<file path="src/rtl/core/ps2_mouse_packet_decoder_unit_assert.svh">
// Assertion macros for the mouse packet decoder.
`ifndef PS2_MOUSE_PACKET_DECODER_UNIT_ASSERT_SVH
`define PS2_MOUSE_PACKET_DECODER_UNIT_ASSERT_SVH

`ifndef SYNTH

`define PMD_ASSERT_SAME(lbl, ante, cons, msg) \
    lbl: assert property (@(posedge aclk) disable iff (!aresetn) (ante) |-> (cons)) \
        else $error(msg);

`define PMD_ASSERT_NEXT(lbl, ante, cons, msg) \
    lbl: assert property (@(posedge aclk) disable iff (!aresetn) (ante) |=> (cons)) \
        else $error(msg);

`else

`define PMD_ASSERT_SAME(lbl, ante, cons, msg)

`define PMD_ASSERT_NEXT(lbl, ante, cons, msg)

`endif

`endif

</file>
<file path="src/rtl/core/ps2md_pkg.sv">
package ps2md_pkg;

    localparam int unsigned CFG_IDX_W  = 8;
    localparam int unsigned CFG_DATA_W = 8;

    localparam logic [CFG_IDX_W-1:0] REG_WHEEL_MODE      = 8'd0;
    localparam logic [CFG_IDX_W-1:0] REG_COMPRESS_MOTION = 8'd1;

    localparam logic [1:0] KIND_MOTION  = 2'd0;
    localparam logic [1:0] KIND_PRESS   = 2'd1;
    localparam logic [1:0] KIND_RELEASE = 2'd2;

    localparam logic [1:0] AXIS_X = 2'd0;
    localparam logic [1:0] AXIS_Y = 2'd1;
    localparam logic [1:0] AXIS_Z = 2'd2;

    localparam logic [1:0] BTN_LEFT   = 2'd0;
    localparam logic [1:0] BTN_RIGHT  = 2'd1;
    localparam logic [1:0] BTN_MIDDLE = 2'd2;

    localparam int unsigned SYNC_BIT    = 3;
    localparam int unsigned XSIGN_BIT   = 4;
    localparam int unsigned YSIGN_BIT   = 5;
    localparam int unsigned ZSIGN_BIT   = 7;
    localparam logic [7:0]  DROP_MASK   = 8'hC0;
    localparam int unsigned NUM_BUTTONS = 3;
    localparam int unsigned DELTA_W     = 10;
    localparam int unsigned OUT_AMT_W   = 16;

    localparam int unsigned EV_X  = 0;
    localparam int unsigned EV_Y  = 1;
    localparam int unsigned EV_Z  = 2;
    localparam int unsigned EV_B0 = 3;
    localparam int unsigned EV_B1 = 4;
    localparam int unsigned EV_B2 = 5;

    typedef logic [5:0] ev_mask_t;
    typedef logic [NUM_BUTTONS-1:0] buttons_t;

endpackage

</file>
<file path="src/rtl/core/ps2_mouse_packet_decoder_unit.sv">
// Events of an accepted byte are first registered as pending, then loaded one at a time into
// the output registers whenever the output is empty or m_ready is high; a byte causing no
// event takes no output slot, and the next byte is taken as the last event is loaded.
// Reset: synchronous, active low; clears packet position, buttons, accumulators,
// configuration and all pending events. Stored packet bytes are not reset.
`include "ps2_mouse_packet_decoder_unit_assert.svh"

module ps2_mouse_packet_decoder_unit #(
    parameter int unsigned ACC_WIDTH = 16
) (
    input  logic                                aclk,
    input  logic                                aresetn,
    input  logic                                cfg_valid,
    output logic                                cfg_ready,
    input  logic [ps2md_pkg::CFG_IDX_W-1:0]     cfg_index,
    input  logic [ps2md_pkg::CFG_DATA_W-1:0]    cfg_data,
    input  logic                                s_valid,
    output logic                                s_ready,
    input  logic [7:0]                          s_rx_byte,
    input  logic                                s_chunk_end,
    output logic                                m_valid,
    input  logic                                m_ready,
    output logic [1:0]                          m_event_kind,
    output logic [1:0]                          m_axis_id,
    output logic signed [15:0]                  m_motion_amount,
    output logic [1:0]                          m_button_id,
    output logic                                m_last_event
);

    localparam int unsigned EXT_W = (ACC_WIDTH > 16) ? ACC_WIDTH : 16;
    localparam logic signed [ACC_WIDTH-1:0] ACC_MAX = {1'b0, {(ACC_WIDTH-1){1'b1}}};
    localparam logic signed [ACC_WIDTH-1:0] ACC_MIN = {1'b1, {(ACC_WIDTH-1){1'b0}}};

    function automatic logic signed [ACC_WIDTH-1:0] sat_add(
        input logic signed [ACC_WIDTH-1:0]          a,
        input logic signed [ps2md_pkg::DELTA_W-1:0] d
    );
        logic signed [ACC_WIDTH:0] s;
        s = (ACC_WIDTH+1)'(a) + (ACC_WIDTH+1)'(d);
        if (s[ACC_WIDTH] != s[ACC_WIDTH-1]) begin
            return s[ACC_WIDTH] ? ACC_MIN : ACC_MAX;
        end
        return s[ACC_WIDTH-1:0];
    endfunction

    function automatic logic signed [15:0] low16(input logic signed [ACC_WIDTH-1:0] a);
        logic signed [EXT_W-1:0] e;
        e = EXT_W'(a);
        return e[15:0];
    endfunction

    logic                          wheel_reg;
    logic                          compress_reg;
    logic [1:0]                    pos_reg, pos_next;
    logic [7:0]                    pkt0_reg, pkt0_next;
    logic [7:0]                    pkt1_reg, pkt1_next;
    logic [7:0]                    pkt2_reg, pkt2_next;
    ps2md_pkg::buttons_t           prev_reg, prev_next;
    logic signed [ACC_WIDTH-1:0]   accx_reg, accx_next;
    logic signed [ACC_WIDTH-1:0]   accy_reg, accy_next;
    logic signed [ACC_WIDTH-1:0]   accz_reg, accz_next;

    ps2md_pkg::ev_mask_t           pend_reg, pend_next, new_mask;
    logic signed [15:0]            amtx_reg, amtx_next;
    logic signed [15:0]            amty_reg, amty_next;
    logic signed [15:0]            amtz_reg, amtz_next;
    ps2md_pkg::buttons_t           btn_reg, btn_next;

    logic                          m_valid_reg;
    logic [1:0]                    kind_reg, kind_next;
    logic [1:0]                    axis_reg, axis_next;
    logic signed [15:0]            amt_reg, amt_next;
    logic [1:0]                    bid_reg, bid_next;
    logic                          last_reg, last_next;

    logic                          in_acc;
    logic                          out_adv;
    ps2md_pkg::ev_mask_t           sel;
    ps2md_pkg::ev_mask_t           rest;

    logic                          complete;
    logic                          take_first;
    logic                          good;
    logic                          flush;
    logic [7:0]                    p2;
    ps2md_pkg::buttons_t           buttons;
    ps2md_pkg::buttons_t           changed;
    logic signed [ps2md_pkg::DELTA_W-1:0] dx, dy, dz;
    logic signed [ACC_WIDTH-1:0]   sumx, sumy, sumz;

    assign cfg_ready = 1'b1;

    assign out_adv = !m_valid_reg || m_ready;
    assign sel     = pend_reg & (~pend_reg + 6'd1);
    assign rest    = pend_reg & ~sel;
    assign s_ready = (pend_reg == '0) || (out_adv && (rest == '0));
    assign in_acc  = s_valid && s_ready;

    assign complete = wheel_reg ? (pos_reg == 2'd3) : (pos_reg >= 2'd2);
    assign p2       = wheel_reg ? pkt2_reg : s_rx_byte;
    assign buttons  = pkt0_reg[ps2md_pkg::NUM_BUTTONS-1:0];
    assign changed  = buttons ^ prev_reg;

    assign dx = ps2md_pkg::DELTA_W'($signed({pkt0_reg[ps2md_pkg::XSIGN_BIT], pkt1_reg}));
    assign dy = -ps2md_pkg::DELTA_W'($signed({pkt0_reg[ps2md_pkg::YSIGN_BIT], p2}));
    assign dz = wheel_reg
              ? ps2md_pkg::DELTA_W'($signed({s_rx_byte[ps2md_pkg::ZSIGN_BIT], s_rx_byte[3:0]}))
              : '0;

    assign sumx = sat_add(accx_reg, dx);
    assign sumy = sat_add(accy_reg, dy);
    assign sumz = sat_add(accz_reg, dz);

    always_comb begin
        pos_next   = pos_reg;
        pkt0_next  = pkt0_reg;
        pkt1_next  = pkt1_reg;
        pkt2_next  = pkt2_reg;
        prev_next  = prev_reg;
        accx_next  = accx_reg;
        accy_next  = accy_reg;
        accz_next  = accz_reg;
        amtx_next  = amtx_reg;
        amty_next  = amty_reg;
        amtz_next  = amtz_reg;
        btn_next   = buttons;
        new_mask   = '0;
        take_first = 1'b0;
        good       = 1'b0;

        if (pos_reg == 2'd0) begin
            take_first = 1'b1;
        end else if (!complete) begin
            if (pos_reg == 2'd1) begin
                pkt1_next = s_rx_byte;
            end else begin
                pkt2_next = s_rx_byte;
            end
            pos_next = pos_reg + 2'd1;
        end else begin
            pos_next = 2'd0;
            if (!pkt0_reg[ps2md_pkg::SYNC_BIT]) begin
                take_first = 1'b1;
            end else begin
                good = 1'b1;
            end
        end

        if (take_first) begin
            if ((s_rx_byte & ps2md_pkg::DROP_MASK) == 8'd0) begin
                pkt0_next = s_rx_byte;
                pos_next  = 2'd1;
            end else begin
                pos_next  = 2'd0;
            end
        end

        if (good) begin
            accx_next = sumx;
            accy_next = sumy;
            accz_next = sumz;
            prev_next = buttons;
            new_mask[ps2md_pkg::EV_B2:ps2md_pkg::EV_B0] = changed;
        end

        flush = (good && (!compress_reg || (changed != '0))) || s_chunk_end;

        if (flush) begin
            new_mask[ps2md_pkg::EV_X] = (accx_next != '0);
            new_mask[ps2md_pkg::EV_Y] = (accy_next != '0);
            new_mask[ps2md_pkg::EV_Z] = (accz_next != '0);
            amtx_next = low16(accx_next);
            amty_next = low16(accy_next);
            amtz_next = low16(accz_next);
            accx_next = '0;
            accy_next = '0;
            accz_next = '0;
        end
    end

    always_comb begin
        kind_next = ps2md_pkg::KIND_MOTION;
        axis_next = ps2md_pkg::AXIS_X;
        amt_next  = '0;
        bid_next  = ps2md_pkg::BTN_LEFT;
        last_next = (rest == '0);
        priority if (pend_reg[ps2md_pkg::EV_X]) begin
            amt_next  = amtx_reg;
        end else if (pend_reg[ps2md_pkg::EV_Y]) begin
            axis_next = ps2md_pkg::AXIS_Y;
            amt_next  = amty_reg;
        end else if (pend_reg[ps2md_pkg::EV_Z]) begin
            axis_next = ps2md_pkg::AXIS_Z;
            amt_next  = amtz_reg;
        end else if (pend_reg[ps2md_pkg::EV_B0]) begin
            kind_next = btn_reg[0] ? ps2md_pkg::KIND_PRESS : ps2md_pkg::KIND_RELEASE;
        end else if (pend_reg[ps2md_pkg::EV_B1]) begin
            kind_next = btn_reg[1] ? ps2md_pkg::KIND_PRESS : ps2md_pkg::KIND_RELEASE;
            bid_next  = ps2md_pkg::BTN_RIGHT;
        end else if (pend_reg[ps2md_pkg::EV_B2]) begin
            kind_next = btn_reg[2] ? ps2md_pkg::KIND_PRESS : ps2md_pkg::KIND_RELEASE;
            bid_next  = ps2md_pkg::BTN_MIDDLE;
        end else begin
            last_next = 1'b0;
        end
    end

    always_comb begin
        pend_next = pend_reg;
        if (out_adv) begin
            pend_next = rest;
        end
        if (in_acc) begin
            pend_next = new_mask;
        end
    end

    always_ff @(posedge aclk) begin
        if (!aresetn) begin
            wheel_reg    <= 1'b0;
            compress_reg <= 1'b0;
            pos_reg      <= 2'd0;
            prev_reg     <= '0;
            accx_reg     <= '0;
            accy_reg     <= '0;
            accz_reg     <= '0;
            pend_reg     <= '0;
            m_valid_reg  <= 1'b0;
        end else begin
            if (cfg_valid && cfg_ready) begin
                if (cfg_index == ps2md_pkg::REG_WHEEL_MODE) begin
                    wheel_reg <= cfg_data[0];
                end else if (cfg_index == ps2md_pkg::REG_COMPRESS_MOTION) begin
                    compress_reg <= cfg_data[0];
                end
            end
            if (in_acc) begin
                pos_reg  <= pos_next;
                prev_reg <= prev_next;
                accx_reg <= accx_next;
                accy_reg <= accy_next;
                accz_reg <= accz_next;
            end
            pend_reg <= pend_next;
            if (out_adv) begin
                m_valid_reg <= (pend_reg != '0);
            end
        end
    end

    always_ff @(posedge aclk) begin
        if (in_acc) begin
            pkt0_reg <= pkt0_next;
            pkt1_reg <= pkt1_next;
            pkt2_reg <= pkt2_next;
            amtx_reg <= amtx_next;
            amty_reg <= amty_next;
            amtz_reg <= amtz_next;
            btn_reg  <= btn_next;
        end
        if (out_adv) begin
            kind_reg <= kind_next;
            axis_reg <= axis_next;
            amt_reg  <= amt_next;
            bid_reg  <= bid_next;
            last_reg <= last_next;
        end
    end

    assign m_valid         = m_valid_reg;
    assign m_event_kind    = kind_reg;
    assign m_axis_id       = axis_reg;
    assign m_motion_amount = amt_reg;
    assign m_button_id     = bid_reg;
    assign m_last_event    = last_reg;

    `PMD_ASSERT_NEXT(a_pend_moves_out, (pend_reg != '0) && !m_valid_reg, m_valid_reg,
        "pending event not presented")
    `PMD_ASSERT_NEXT(a_chunk_flush, in_acc && s_chunk_end,
        (accx_reg == '0) && (accy_reg == '0) && (accz_reg == '0),
        "accumulators not cleared at chunk end")
    `PMD_ASSERT_NEXT(a_drop_unsynced,
        in_acc && (pos_reg == 2'd0) && ((s_rx_byte & ps2md_pkg::DROP_MASK) != 8'd0),
        pos_reg == 2'd0, "bad first byte started a packet")
    `PMD_ASSERT_SAME(a_button_fields, m_valid_reg && (kind_reg != ps2md_pkg::KIND_MOTION),
        (amt_reg == '0) && (axis_reg == ps2md_pkg::AXIS_X),
        "button event carries motion fields")

endmodule
</file>
<file path="config.mk">
export PLATFORM = sky130hd
export DESIGN_NAME = ps2_mouse_packet_decoder_unit
export DESIGN_NICKNAME = d
export VERILOG_FILES = /design/src/rtl/core/ps2md_pkg.sv /design/src/rtl/core/ps2_mouse_packet_decoder_unit.sv
export VERILOG_INCLUDE_DIRS = /design/src /design/src/rtl/core
export SDC_FILE = /design/constraint.sdc
export NUM_CORES = 1
export LEC_CHECK = 0
export BUFFER_PORTS_ARGS = -buffer_cell sky130_fd_sc_hd__clkbuf_2
export CAP_MARGIN = 20
export CORE_UTILIZATION = 54
export DETAILED_ROUTE_END_ITERATION = 16
export PLACE_DENSITY = 0.77
export SYNTH_ARGS = -nofsm -noshare
export SYNTH_HDL_FRONTEND = slang
export SYNTH_SLANG_ARGS = --single-unit
export TNS_END_PERCENT = 1
</file>
<file path="constraint.sdc">
create_clock -name aclk -period 5.78 [get_ports aclk]
set_input_delay 1.156 -clock aclk [delete_from_list [all_inputs] [get_ports aclk]]
set_output_delay 1.156 -clock aclk [all_outputs]
set_load 0.1 [all_outputs]
</file>
==> impl_metrics.env <==
export IMPL_dp_hpwl_um=16800
export IMPL_ys_warn_count=0
export IMPL_antenna_left=0
export IMPL_yosys_area_top_type="edfxtp_1"
export IMPL_ys_types=90
export IMPL_crit_top_cell="o31ai_2"
export IMPL_ys_async_sr_fraction=0
export IMPL_ys_flop_type="edfxtp_1"
export IMPL_cp_num_buf_inv=2
export IMPL_grt_overflow=0
export IMPL_synth_area_per_cell_sq_um=9.35
export IMPL_dr_pass1_iters=6
export IMPL_portBuffers=47
export IMPL_dieArea_sq_mm=0.0185
export IMPL_leakagePower_nw=4.05
export IMPL_cts_repair_resized=0
export IMPL_ir_worst_vdd_uv=225
export IMPL_antenna_found_initial=0
export IMPL_path_cells="clkbuf_2, mux2_2, ha_1, inv_1, fa_1, a211oi_1, o21ai_1, a21oi_1, o31ai_2, a21oi_2, o31ai_2, nor2_1, and4_1, a31oi_1"
export IMPL_arrival_ns=4.45
export IMPL_worstSetupEndpointType="register"
export IMPL_hold_path_class="reg2reg"
export IMPL_syn_to_final_growth_pct=9.11
export IMPL_yosysSeqAreaShare=0.426
export IMPL_synth_seq_cells=158
export IMPL_slew_headroom=0.378
export IMPL_finalCritPeriodShare=0.708
export IMPL_gp_congestion=0.868
export IMPL_dr_total_vias=7911
export IMPL_synth_area_leaders="edfxtp_1 (30%), dfxtp_1 (13%), ha_1 (5.2%)"
export IMPL_finalSetupViolations=0
export IMPL_synthTopCellsByCount="nand2_1 (120), edfxtp_1 (96), o21ai_0 (64)"
export IMPL_cts_made_buffers=17
export IMPL_n_fill_cell=1427
export IMPL_fin_util=0.606
export IMPL_drc_errors=0
export IMPL_grt_pass1_wl_um=37200
export IMPL_clkTransAtPathRegs_ns=0.06
export IMPL_multi_input_area_sq_mm=0.00512
export IMPL_final_max_slew_violation_count=0
export IMPL_viasPerCell=6.14
export IMPL_syn_num_nets=1108
export IMPL_post_route_cell_area_sq_mm=0.0106
export IMPL_rows=48
export IMPL_finalHoldViolCount=0
export IMPL_synth_cells=1035
export IMPL_antenna_cells=0
export IMPL_setup_tns_ns=0
export IMPL_cp_start_kind="primary input"
export IMPL_rsz0062_at_grt="no"
export IMPL_postCtsSetupBuffers=0
export IMPL_synth_cell_area_sq_mm=0.00967
export IMPL_status="completed"
export IMPL_worst_clock_skew_ns=0.0102
export IMPL_fin_nets=1123
export IMPL_clkLatencyLatePin_ns=0.44
export IMPL_cpPeakStageDelay_ns=0.81
export IMPL_drive_gt1_frac=0.135
export IMPL_cts_hold_fix_buffers=0
export IMPL_grt_max_degree=64
export IMPL_initial_core_util=0.555
export IMPL_die_width_um=136
export IMPL_fp_dieH_um=136
export IMPL_fin_crit_ns=4.09
export IMPL_critPathSlowestCell="o31ai_2"
export IMPL_yosysMostFrequentCell="nand2_1"
export IMPL_worst_setup_path_type="in2reg"
export IMPL_core_sq_mm=0.0174
export IMPL_synth_edff_count=96
export IMPL_regArea_sq_mm=0.00412
export IMPL_wire_per_inst_um=18.2
export IMPL_drt_iter0_drc=739
export IMPL_hold_ws_ns=0.475
export IMPL_grtUsageTotal=0.264
export IMPL_clock_sinks=158
export IMPL_max_cap_viol_count=0
export IMPL_wirelength_um=23500
export IMPL_yosys_area_top_type_share=0.298
export IMPL_cts_htree_levels=4
export IMPL_timing_fmax_mhz=244
export IMPL_crit_family="compound AO/OA/AOI/OAI gates"
export IMPL_cellPowerDensity_mw_per_mm2=228
export IMPL_io_pins=56
export IMPL_cts_root_buffer="clkbuf_16"
export IMPL_place_area_sq_mm=0.0100
export IMPL_cp_data_required_time_ns=6.14
export IMPL_crit_fanout=13
export IMPL_clk_path_buf_depth=2
export IMPL_cts_tree="built"
export IMPL_grt_pass1_vias=7148
export IMPL_tightest_slew_ns=0.932
## per-layer routing
metal	GRT usage	part of all wire	vias to the layer above
li1	-	-	3861
met1	0.361	0.45	3718
met2	0.422	0.46	301
met3	0.0384	0.066	31
met4	0.0968	0.020	0
met5	0	0	-
## power breakdown
| group | internal [mW] | switching (mW) | leakage, nW |
|---|---|---|---|
| logic | 0.0381 | 0.0959 | 2.29 |
| clock network | 0.566 | 0.494 | 0.277 |
| registers | 1.21 | 0.00793 | 1.48 |
| total | 1.81 | 0.598 | 4.05 |
## worst paths after layout
path	start	endpoint	slack (ns)	cells past startpoint
setup / recovery	s_rx_byte[0]	pend_reg[1]	1.69	14
hold / removal	accx_reg[3]	accx_reg[3]	0.47	2
setup reg to reg	wheel_reg	pend_reg[1]	1.86	14
hold reg to reg	accx_reg[3]	accx_reg[3]	0.47	2
## cell usage in the layout, fill, tap and decap left out, types with 5 or more instances in the layout
| cell | synthesis | layout |
|---|---|---|
| o31ai_1 | 6 | 6 |
| inv_1 | 37 | 37 |
| and2_1 | 22 | 22 |
| a22oi_1 | 41 | 41 |
| a31oi_1 | 14 | 14 |
| xor2_1 | 13 | 13 |
| xnor2_1 | 17 | 17 |
| inv_6 | 0 | 5 |
| ha_1 | 40 | 40 |
| a21boi_0 | 11 | 11 |
| and3_1 | 9 | 9 |
| a211oi_1 | 7 | 7 |
| nor2_1 | 53 | 52 |
| clkbuf_2 | 1 | 47 |
| edfxtp_1 | 96 | 96 |
| o21a_1 | 12 | 12 |
| o221ai_1 | 5 | 5 |
| dfxtp_1 | 62 | 62 |
| nor3_1 | 18 | 18 |
| o22ai_1 | 6 | 6 |
| o31ai_2 | 9 | 9 |
| nor2b_1 | 35 | 35 |
| nand2_1 | 120 | 120 |
| a21boi_1 | 5 | 5 |
| nor4_1 | 9 | 9 |
| nand4_1 | 15 | 15 |
| mux2i_1 | 13 | 13 |
| a21oi_1 | 55 | 54 |
| buf_4 | 6 | 14 |
| o211ai_1 | 5 | 5 |
| o21ai_0 | 64 | 64 |
| clkbuf_16 | 0 | 17 |
| nand2b_1 | 6 | 6 |
| nand3_1 | 40 | 40 |
| a21o_1 | 16 | 15 |
| o21ai_1 | 17 | 17 |
## worst min-delay path, delay by kind of cell (launching register included)
kind	cells	cell delay (ns)
flip-flops	1	0.33
AO/OA/AOI/OAI	1	0.05
AND/OR/NAND/NOR	1	0.06
## metrics by stage
step,power (mW),cells,setup slack [ns]
after floorplan,1.33,1035,0.0353
after global placement,1.37,1255,1.36
after detailed placement,1.37,1255,1.32
after CTS,2.41,1287,1.73
after global routing,2.47,1288,1.55
final,2.41,1288,1.69
## layout make-up
type                            instances  area share
Clock buffer                           18      0.0407
Timing Repair Buffer                   61      0.0322
Inverter                               37      0.0132
Clock inverter                         14      0.0115
Tap cell                              225      0.0267
Multi-Input combinational cell        775       0.485
Sequential cell                       158       0.391
## cells by family after synthesis
group / count (synthesis) / share of synthesized area
AO/OA/AOI/OAI: 321 / 0.229
adder cells (fa/ha/maj): 49 / 0.0644
other: 1 / 0.000388
AND/OR/NAND/NOR: 358 / 0.190
buffers and inverters: 102 / 0.0466
multiplexers: 16 / 0.0169
flip-flops: 158 / 0.426
XOR/XNOR: 30 / 0.0272
Note: power is estimated with default switching activity, not from simulation.
